## src/rtl/i2c_mte_pkg.sv

```systemverilog
package i2c_mte_pkg;

   localparam int BUFFER_DEPTH_DEFAULT = 256;
   localparam logic [15:0] HALF_PERIOD_RESET = 16'd20;

   typedef enum logic [1:0] {
      CMD_TICK  = 2'd0,
      CMD_WRITE = 2'd1,
      CMD_READ  = 2'd2,
      CMD_LOAD  = 2'd3
   } command_type;

   typedef enum logic [1:0] {
      STATUS_OK   = 2'd0,
      STATUS_LOST = 2'd1,
      STATUS_NACK = 2'd2
   } status_type;

endpackage

```

## src/rtl/i2c_master_transaction_engine.sv

```systemverilog
// The result of a transaction is registered and presented in the cycle after it is accepted.
// Throughput: one transaction per cycle; only the result register's handshake
// with the downstream side sets the pace.
// Reset is synchronous and active high; it clears the sequencer, counters and the
// half period register (to 20), but not the write buffer, which holds garbage until loaded.
module i2c_master_transaction_engine #(
   parameter int BUFFER_DEPTH = i2c_mte_pkg::BUFFER_DEPTH_DEFAULT
) (
   input  logic                     clock,
   input  logic                     reset,
   input  logic                     csr_valid,
   output logic                     csr_ready,
   input  logic [15:0]              csr_data,
   input  logic                     req_valid,
   output logic                     req_ready,
   input  i2c_mte_pkg::command_type req_command,
   input  logic [6:0]               req_device_address,
   input  logic [7:0]               req_byte_count,
   input  logic [7:0]               req_byte_index,
   input  logic [7:0]               req_write_byte,
   input  logic                     req_sda_sample,
   input  logic                     req_scl_sample,
   output logic                     rsp_valid,
   input  logic                     rsp_ready,
   output logic                     rsp_scl_drive,
   output logic                     rsp_sda_drive,
   output logic [7:0]               rsp_read_data,
   output logic                     rsp_read_valid,
   output logic                     rsp_busy_res,
   output logic                     rsp_done_res,
   output i2c_mte_pkg::status_type  rsp_status
);

   import i2c_mte_pkg::*;

   localparam int AW = (BUFFER_DEPTH > 1) ? $clog2(BUFFER_DEPTH) : 1;

   typedef enum logic [4:0] {
      PH_IDLE      = 5'd0,
      PH_START     = 5'd1,
      PH_TX_LOW    = 5'd2,
      PH_TX_HIGH   = 5'd3,
      PH_ACK_LOW   = 5'd4,
      PH_ACK_HIGH  = 5'd5,
      PH_RX_LOW    = 5'd6,
      PH_RX_HIGH   = 5'd7,
      PH_MACK_LOW  = 5'd8,
      PH_MACK_HIGH = 5'd9,
      PH_STOP_LOW  = 5'd10,
      PH_STOP_HIGH = 5'd11
   } phase_type;

   phase_type  phase_ff, phase_in;
   logic [15:0] hp_ff;
   logic [15:0] tick_ff, tick_in;
   logic [3:0]  bit_ff, bit_in;
   logic [8:0]  left_ff, left_in;
   logic [7:0]  shift_ff, shift_in;
   logic        is_read_ff, is_read_in;
   status_type  status_ff, status_in;
   logic [AW-1:0] ptr_ff, ptr_in;
   logic        scl_ff, scl_in;
   logic        sda_ff, sda_in;

   logic        rsp_valid_ff;
   logic        rsp_scl_ff, rsp_sda_ff, rsp_read_valid_ff, rsp_busy_ff, rsp_done_ff;
   logic [7:0]  rsp_read_data_ff;
   status_type  rsp_status_ff;

   logic        req_fire;
   logic        high_phase;
   logic        in_range;
   logic        ram_we;
   logic [7:0]  ram_rd_data;
   logic [15:0] hp;
   logic [15:0] tick_inc;
   logic [8:0]  left_dec;
   logic [3:0]  bit_dec;
   logic [2:0]  tx_bit;
   logic [7:0]  rx_shift;
   logic [AW-1:0] ptr_next;
   status_type  st;
   logic        rd_valid;
   logic [7:0]  rd_byte;
   logic        done;

   assign csr_ready = 1'b1;
   assign req_ready = !rsp_valid_ff || rsp_ready;
   assign req_fire  = req_valid && req_ready;

   assign in_range = {1'b0, req_byte_index} < 9'(BUFFER_DEPTH);
   assign ptr_next = (ptr_ff == AW'(BUFFER_DEPTH - 1)) ? '0 : ptr_ff + 1'b1;

   // The read port follows the buffer pointer all the time; the pointer moves only
   // at the end of an ACK phase, long before the next byte is fetched.
   i2c_mte_ram #(
      .WIDTH (8),
      .DEPTH (BUFFER_DEPTH),
      .AW    (AW)
   ) u_buffer (
      .clock   (clock),
      .wr_en   (ram_we),
      .wr_addr (req_byte_index[AW-1:0]),
      .wr_data (req_write_byte),
      .rd_addr (ptr_ff),
      .rd_data (ram_rd_data)
   );

   assign high_phase = phase_ff == PH_TX_HIGH || phase_ff == PH_ACK_HIGH ||
                       phase_ff == PH_RX_HIGH || phase_ff == PH_MACK_HIGH ||
                       phase_ff == PH_STOP_HIGH;

   always_comb begin
      phase_in   = phase_ff;
      tick_in    = tick_ff;
      bit_in     = bit_ff;
      left_in    = left_ff;
      shift_in   = shift_ff;
      is_read_in = is_read_ff;
      status_in  = status_ff;
      ptr_in     = ptr_ff;
      scl_in     = scl_ff;
      sda_in     = sda_ff;
      ram_we     = 1'b0;
      rd_valid   = 1'b0;
      rd_byte    = 8'd0;
      done       = 1'b0;
      hp         = (hp_ff == 16'd0) ? 16'd1 : hp_ff;
      tick_inc   = tick_ff + 16'd1;
      left_dec   = left_ff - 9'd1;
      bit_dec    = bit_ff - 4'd1;
      tx_bit     = bit_dec[2:0];
      rx_shift   = {shift_ff[6:0], req_sda_sample};
      st         = status_ff;

      if (phase_ff == PH_IDLE) begin
         scl_in = 1'b1;
         sda_in = 1'b1;
         unique case (req_command)
            CMD_LOAD: begin
               ram_we = req_fire && in_range;
            end
            CMD_WRITE, CMD_READ: begin
               if (req_scl_sample && req_sda_sample) begin
                  is_read_in = req_command == CMD_READ;
                  shift_in   = {req_device_address, req_command == CMD_READ};
                  left_in    = (req_command == CMD_READ) ? {1'b0, req_byte_count}
                                                         : {1'b0, req_byte_count} + 9'd1;
                  ptr_in     = '0;
                  status_in  = STATUS_OK;
                  tick_in    = 16'd0;
                  bit_in     = 4'd0;
                  phase_in   = PH_START;
                  sda_in     = 1'b0;
               end else begin
                  status_in = STATUS_LOST;
                  done      = 1'b1;
               end
            end
            default: begin
            end
         endcase
      end else if (!(high_phase && !req_scl_sample)) begin
         // A stretched SCL holds the high phases without counting.
         tick_in = tick_inc;
         if (tick_inc >= hp) begin
            tick_in = 16'd0;
            unique case (phase_ff)
               PH_START: begin
                  phase_in = PH_TX_LOW;
                  scl_in   = 1'b0;
                  bit_in   = 4'd7;
                  sda_in   = shift_ff[7];
               end
               PH_TX_LOW: begin
                  phase_in = PH_TX_HIGH;
                  scl_in   = 1'b1;
               end
               PH_ACK_LOW: begin
                  phase_in = PH_ACK_HIGH;
                  scl_in   = 1'b1;
               end
               PH_RX_LOW: begin
                  phase_in = PH_RX_HIGH;
                  scl_in   = 1'b1;
               end
               PH_MACK_LOW: begin
                  phase_in = PH_MACK_HIGH;
                  scl_in   = 1'b1;
               end
               PH_STOP_LOW: begin
                  phase_in = PH_STOP_HIGH;
                  scl_in   = 1'b1;
               end
               PH_TX_HIGH: begin
                  if (req_sda_sample != sda_ff) begin
                     st = STATUS_LOST;
                  end
                  status_in = st;
                  if (bit_ff != 4'd0 && st == STATUS_OK) begin
                     phase_in = PH_TX_LOW;
                     scl_in   = 1'b0;
                     bit_in   = {1'b0, tx_bit};
                     sda_in   = shift_ff[tx_bit];
                  end else begin
                     phase_in = PH_ACK_LOW;
                     scl_in   = 1'b0;
                     sda_in   = 1'b1;
                  end
               end
               PH_ACK_HIGH: begin
                  if (req_sda_sample) begin
                     st = STATUS_NACK;
                  end
                  status_in = st;
                  if (!is_read_ff) begin
                     left_in  = left_dec;
                     shift_in = ram_rd_data;
                     ptr_in   = ptr_next;
                     if (left_dec != 9'd0 && st == STATUS_OK) begin
                        phase_in = PH_TX_LOW;
                        scl_in   = 1'b0;
                        bit_in   = 4'd7;
                        sda_in   = ram_rd_data[7];
                     end else begin
                        phase_in = PH_STOP_LOW;
                        scl_in   = 1'b0;
                        sda_in   = 1'b0;
                     end
                  end else if (left_ff != 9'd0 && st == STATUS_OK) begin
                     bit_in   = 4'd8;
                     phase_in = PH_RX_LOW;
                     scl_in   = 1'b0;
                     sda_in   = 1'b1;
                  end else begin
                     phase_in = PH_STOP_LOW;
                     scl_in   = 1'b0;
                     sda_in   = 1'b0;
                  end
               end
               PH_RX_HIGH: begin
                  shift_in = rx_shift;
                  bit_in   = bit_dec;
                  if (bit_dec != 4'd0) begin
                     phase_in = PH_RX_LOW;
                     scl_in   = 1'b0;
                     sda_in   = 1'b1;
                  end else begin
                     rd_valid = 1'b1;
                     rd_byte  = rx_shift;
                     phase_in = PH_MACK_LOW;
                     scl_in   = 1'b0;
                     // The last byte of a read is answered with NACK.
                     sda_in   = left_ff == 9'd1;
                  end
               end
               PH_MACK_HIGH: begin
                  left_in = left_dec;
                  if (left_dec != 9'd0) begin
                     bit_in   = 4'd8;
                     phase_in = PH_RX_LOW;
                     scl_in   = 1'b0;
                     sda_in   = 1'b1;
                  end else begin
                     phase_in = PH_STOP_LOW;
                     scl_in   = 1'b0;
                     sda_in   = 1'b0;
                  end
               end
               PH_STOP_HIGH: begin
                  sda_in   = 1'b1;
                  phase_in = PH_IDLE;
                  done     = 1'b1;
               end
               default: begin
                  phase_in = PH_IDLE;
                  scl_in   = 1'b1;
                  sda_in   = 1'b1;
               end
            endcase
         end
      end
   end

   always_ff @(posedge clock) begin
      if (reset) begin
         phase_ff          <= PH_IDLE;
         hp_ff             <= HALF_PERIOD_RESET;
         tick_ff           <= 16'd0;
         bit_ff            <= 4'd0;
         left_ff           <= 9'd0;
         shift_ff          <= 8'd0;
         is_read_ff        <= 1'b0;
         status_ff         <= STATUS_OK;
         ptr_ff            <= '0;
         scl_ff            <= 1'b1;
         sda_ff            <= 1'b1;
         rsp_valid_ff      <= 1'b0;
         rsp_scl_ff        <= 1'b1;
         rsp_sda_ff        <= 1'b1;
         rsp_read_data_ff  <= 8'd0;
         rsp_read_valid_ff <= 1'b0;
         rsp_busy_ff       <= 1'b0;
         rsp_done_ff       <= 1'b0;
         rsp_status_ff     <= STATUS_OK;
      end else begin
         if (csr_valid) begin
            hp_ff <= csr_data;
         end
         if (req_fire) begin
            phase_ff          <= phase_in;
            tick_ff           <= tick_in;
            bit_ff            <= bit_in;
            left_ff           <= left_in;
            shift_ff          <= shift_in;
            is_read_ff        <= is_read_in;
            status_ff         <= status_in;
            ptr_ff            <= ptr_in;
            scl_ff            <= scl_in;
            sda_ff            <= sda_in;
            rsp_valid_ff      <= 1'b1;
            rsp_scl_ff        <= scl_in;
            rsp_sda_ff        <= sda_in;
            rsp_read_data_ff  <= rd_byte;
            rsp_read_valid_ff <= rd_valid;
            rsp_busy_ff       <= phase_in != PH_IDLE;
            rsp_done_ff       <= done;
            rsp_status_ff     <= status_in;
         end else if (rsp_ready) begin
            rsp_valid_ff <= 1'b0;
         end
      end
   end

   assign rsp_valid      = rsp_valid_ff;
   assign rsp_scl_drive  = rsp_scl_ff;
   assign rsp_sda_drive  = rsp_sda_ff;
   assign rsp_read_data  = rsp_read_data_ff;
   assign rsp_read_valid = rsp_read_valid_ff;
   assign rsp_busy_res   = rsp_busy_ff;
   assign rsp_done_res   = rsp_done_ff;
   assign rsp_status     = rsp_status_ff;

   a_begin_starts: assert property (@(posedge clock) disable iff (reset)
      req_fire && phase_ff == PH_IDLE && req_sda_sample && req_scl_sample &&
      (req_command == CMD_WRITE || req_command == CMD_READ)
      |=> rsp_valid && rsp_busy_res && phase_ff == PH_START)
      else $error("begin on a free bus did not start a transaction");

   a_read_byte_phase: assert property (@(posedge clock) disable iff (reset)
      rsp_valid && rsp_read_valid |-> is_read_ff && phase_ff == PH_MACK_LOW)
      else $error("read byte reported outside a read acknowledge phase");

   a_done_idle: assert property (@(posedge clock) disable iff (reset)
      rsp_valid && rsp_done_res |-> phase_ff == PH_IDLE && !rsp_busy_res)
      else $error("transaction done while the sequencer is still busy");

endmodule

```

## src/rtl/i2c_mte_ram.sv

```systemverilog
module i2c_mte_ram #(
   parameter int WIDTH = 8,
   parameter int DEPTH = 256,
   parameter int AW    = (DEPTH > 1) ? $clog2(DEPTH) : 1
) (
   input  logic             clock,
   input  logic             wr_en,
   input  logic [AW-1:0]    wr_addr,
   input  logic [WIDTH-1:0] wr_data,
   input  logic [AW-1:0]    rd_addr,
   output logic [WIDTH-1:0] rd_data
);

   logic [WIDTH-1:0] mem_ff [DEPTH];
   logic [WIDTH-1:0] rd_data_ff;

   always_ff @(posedge clock) begin
      if (wr_en) begin
         mem_ff[wr_addr] <= wr_data;
      end
      rd_data_ff <= mem_ff[rd_addr];
   end

   assign rd_data = rd_data_ff;

endmodule

```

## config.mk

```make
export PLATFORM = sky130hd
export DESIGN_NAME = i2c_master_transaction_engine
export DESIGN_NICKNAME = d
export VERILOG_FILES = /design/src/rtl/i2c_mte_pkg.sv /design/src/rtl/i2c_master_transaction_engine.sv /design/src/rtl/i2c_mte_ram.sv
export SDC_FILE = /design/constraint.sdc
export NUM_CORES = 2
export LEC_CHECK = 0
export BUFFER_PORTS_ARGS = -buffer_cell sky130_fd_sc_hd__buf_2
export CORE_MARGIN = 4
export CORE_UTILIZATION = 57
export DETAILED_ROUTE_END_ITERATION = 8
export PLACE_DENSITY_LB_ADDON = 0.1
export SYNTH_ARGS = -nofsm -noshare
export SYNTH_HDL_FRONTEND = slang
export SYNTH_SLANG_ARGS = --single-unit
```

## constraint.sdc

```tcl
create_clock -name clock -period 4.1 [get_ports clock]
set_clock_uncertainty 0.15 [all_clocks]
set_input_delay 0.615 -clock clock [delete_from_list [all_inputs] [get_ports clock]]
set_output_delay 0.615 -clock clock [all_outputs]
set_load 0.03 [all_outputs]
```

==> results_dict.tcl <==
set metrics [dict create \
    fin_crit_sh_pct 94.60 \
    syn-cell-area_sq_um 84680 \
    vias 45270 \
    power_density_nw_per_um2 461.4 \
    gp_congestion 0.8892 \
    hold_viol 0 \
    nFillCells 9729 \
    cp_data_required_time_ns 4.66 \
    maxCapViolCount 0 \
    crit_buf_inv 0 \
    synth_top_area_share_pct 72.62 \
    status "finished clean" \
    drtAntennaViolNets 0 \
    first_pass_iters 7 \
    maxSlewViolCount 0 \
    final_cell_area_sq_um 98100 \
    row_count 141 \
    hp-class "input port to register" \
    vias_per_cell 6.511 \
    ys.flop_type "edfxtp_1" \
    path_clk_slew_ns 0.06 \
    drc 0 \
    cp-start-kind "register" \
    cts_buffers 211 \
    synthAdderAreaFrac_pct 0.3842 \
    slew_headroom_pct 16.01 \
    synth_compound_area_share_pct 4.028 \
    period_minus_slack_ns 3.879 \
    grt_overflow 0 \
    worst_slew_pin_slew_ns 1.258 \
    io_buffer_count 72 \
    core_region_area_sq_um 147700 \
    routed_wl_um 220400 \
    synth_xor_area_share_pct 0.2793 \
    syn_area_per_cell_sq_um 19.80 \
    synth_top_family_by_area "multiplexers" \
    clock_sinks 2139 \
    grt_max_degree 127 \
    reg2reg_depth 13 \
    worst-path-max-fanout 8 \
    syn_inst 4277 \
    yosys_warnings 0 \
    clk_latency_ns 0.86 \
    ir_drop_uv 492.5 \
    synth-edff-count 2048 \
    preCtsSetupSlack_ns 0.1358 \
    placed_area_sq_um 90490 \
    clock.fmax_mhz 257.8 \
    finalSetupViolCount 0 \
    worstSetupPathType "register to register" \
    crit_cells 13 \
    ys_ff_latch 2139 \
    antenna_found_initial 6 \
    io_pins 74 \
    drive_gt1_share_pct 29.28 \
    crit_path_end_kind "register" \
    gr-usage-all-layers_pct 28.61 \
    die_h_um 393.4 \
    dp_hpwl_um 138200 \
    grt_pass1_wl_um 321100 \
    first_global_vias 45240 \
    ys_types 80 \
    synth.area.mux_share_pct 14.98 \
    synth_top_cell_by_area "edfxtp_1" \
    synth.area.top_cells "edfxtp_1 (73%), mux4_2 (14%), dfxtp_1 (2.2%)" \
    cts-root-buf "clkbuf_16" \
    slowest_delay_ns 0.50 \
    crit_family "compound AO/OA/AOI/OAI gates" \
    setup_slack_ns 0.2214 \
    clock_path_buffers 3 \
    crit_arrival_ns 4.44 \
    synth-seq-area-share_pct 74.78 \
    critical_path.slowest_cell "a311o_2" \
    htreeDepth 4 \
    fin_tns_setup_ns 0 \
    drt-initial-drc-count 5387 \
    synth_nets 4359 \
    final_common_cell "edfxtp_1" \
    path_cells "ha_1 -> nand3_1 -> nor4_2 -> nand3_1 -> xnor2_1 -> ha_1 -> a21oi_1 -> nand2_1 -> a211o_1 -> o21ai_1 -> a21boi_1 -> a311o_2 -> mux2i_1" \
    wire_per_inst_um 31.70 \
    areaGrowthSynthToFinish_pct 15.84 \
    dieArea_sq_um 154800 \
    synthArstFlopShare_pct 0 \
    cts_tree "built" \
    hold_depth 4 \
    final_cell_mix "edfxtp_1 (2048), mux4_2 (522), buf_4 (464), nor2_1 (351), clkbuf_16 (211)" \
    yosys.area_share.simple_pct 3.652 \
    die_width_um 393.4 \
    rsz0062_at_grt "false" \
    leakage_nw 31.03 \
    final_net_count 4916 \
    start_util_pct 57.35 \
]
-- report_power, final --
| group | total, mW | leakage, nW | internal, mW | switching, mW |
|---|---|---|---|---|
| sequential | 24.0 | 19.1 | 23.9 | 0.0389 |
| clock | 20.1 | 3.52 | 11.7 | 8.40 |
| combinational | 1.19 | 8.37 | 0.373 | 0.820 |
-- synthesized netlist by cell type (5+ instances only) --
library cell,n
mux2_2,6
nor2_1,352
nand3b_1,7
a211o_1,5
o22ai_1,25
xnor2_1,22
a211oi_1,18
o2111ai_1,6
nor4_1,12
nand2_1,117
nor3_1,30
o211ai_1,23
a31oi_1,22
ha_1,26
mux4_2,522
a21oi_1,85
o21ai_0,49
a32oi_1,8
dfxtp_1,91
o31ai_1,9
nor2b_1,29
o32ai_1,15
a221oi_1,31
xor2_1,5
inv_1,39
edfxtp_1,2048
and2_1,9
buf_4,43
mux2i_1,86
clkbuf_1,114
or2_2,6
buf_6,26
or3_1,7
nand2b_1,13
o221ai_1,11
a22oi_1,97
and3_1,8
nand4_1,14
buf_1,14
a22o_1,35
buf_2,63
nand3_1,64
-- cells by family after synthesis --
family,count (synthesis)
buf+inv,303
simple gates,689
compound gates,478
fa+ha+maj,26
xor+xnor,27
mux,614
flops,2139
other cells,1
-- what timing repair did --
action                                  in CTS  in global routing
endpoints found under the setup margin       0                 26
resized for setup                            0                  5
hold buffers                                26                  0
setup buffers                                0                  4
hold endpoints to repair                    25                  0
-- metrics by stage --
| step | hold slack (ns) | std cells | power (mW) | utilization (%) |
|---|---|---|---|---|
| 3_3_place_gp | 0.3311 | 6521 | 25.60 | 61.28 |
| 4_1_cts | 0.05227 | 6943 | 45.53 | 66.39 |
| 3_5_place_dp | 0.3333 | 6521 | 25.62 | 61.28 |
| 2_1_floorplan | 0.2951 | 4277 | 24.95 | - |
| 5_1_grt | 0.1060 | 6947 | 46.64 | 66.42 |
| 6_report | 0.09835 | 6952 | 45.26 | 66.43 |
-- final timing paths --
path,startpoint,endpoint,slack [ns]
setup / recovery,tick_ff[0],shift_ff[3],0.22
hold / removal,req_byte_count[7],left_ff[7],0.1
setup reg to reg,tick_ff[0],shift_ff[3],0.22
hold reg to reg,rsp_read_valid,rsp_read_valid,0.35
-- worst reg2reg max path, stage by stage (launching register included) --
cell and delay [ns]:
dfxtp_1 0.42, ha_1 0.27, nand3_1 0.22, nor4_2 0.32, nand3_1 0.15, xnor2_1 0.21, ha_1 0.29, a21oi_1 0.15
nand2_1 0.07, a211o_1 0.31, o21ai_1 0.38, a21boi_1 0.15, a311o_2 0.50, mux2i_1 0.15
-- area by class of cell --
class,instances,area [sq um],share of cell area (%)
Sequential cell,2139,63340,64.57
Multi-Input combinational cell,1835,19830,20.22
Clock buffer,243,5420,5.525
Timing Repair Buffer,607,5066,5.164
Tap cell,1930,2415,2.462
Clock inverter,153,1859,1.895
Inverter,40,150.1,0.1531
Antenna cell,5,12.51,0.01275
-- state kept, by name, summed over array words and instances, names as in the netlist, 8 cells and up --
register,count
hp_ff,16
tick_ff,16
shift_ff,8
u_buffer.rd_data,8
ptr_ff,8
left_ff,9
u_buffer.mem_ff,2048
rsp_read_data,8
-- routing by layer --
layer / vias up / GRT usage, % / wire length [um]
li1: 18830 / - / -
met1: 23800 / 42.17 / 88740
met2: 2285 / 44.13 / 104400
met3: 352 / 5.662 / 20520
met4: 2 / 8.570 / 6713
met5: - / 0 / 15
(Power assumes the default switching activity.)
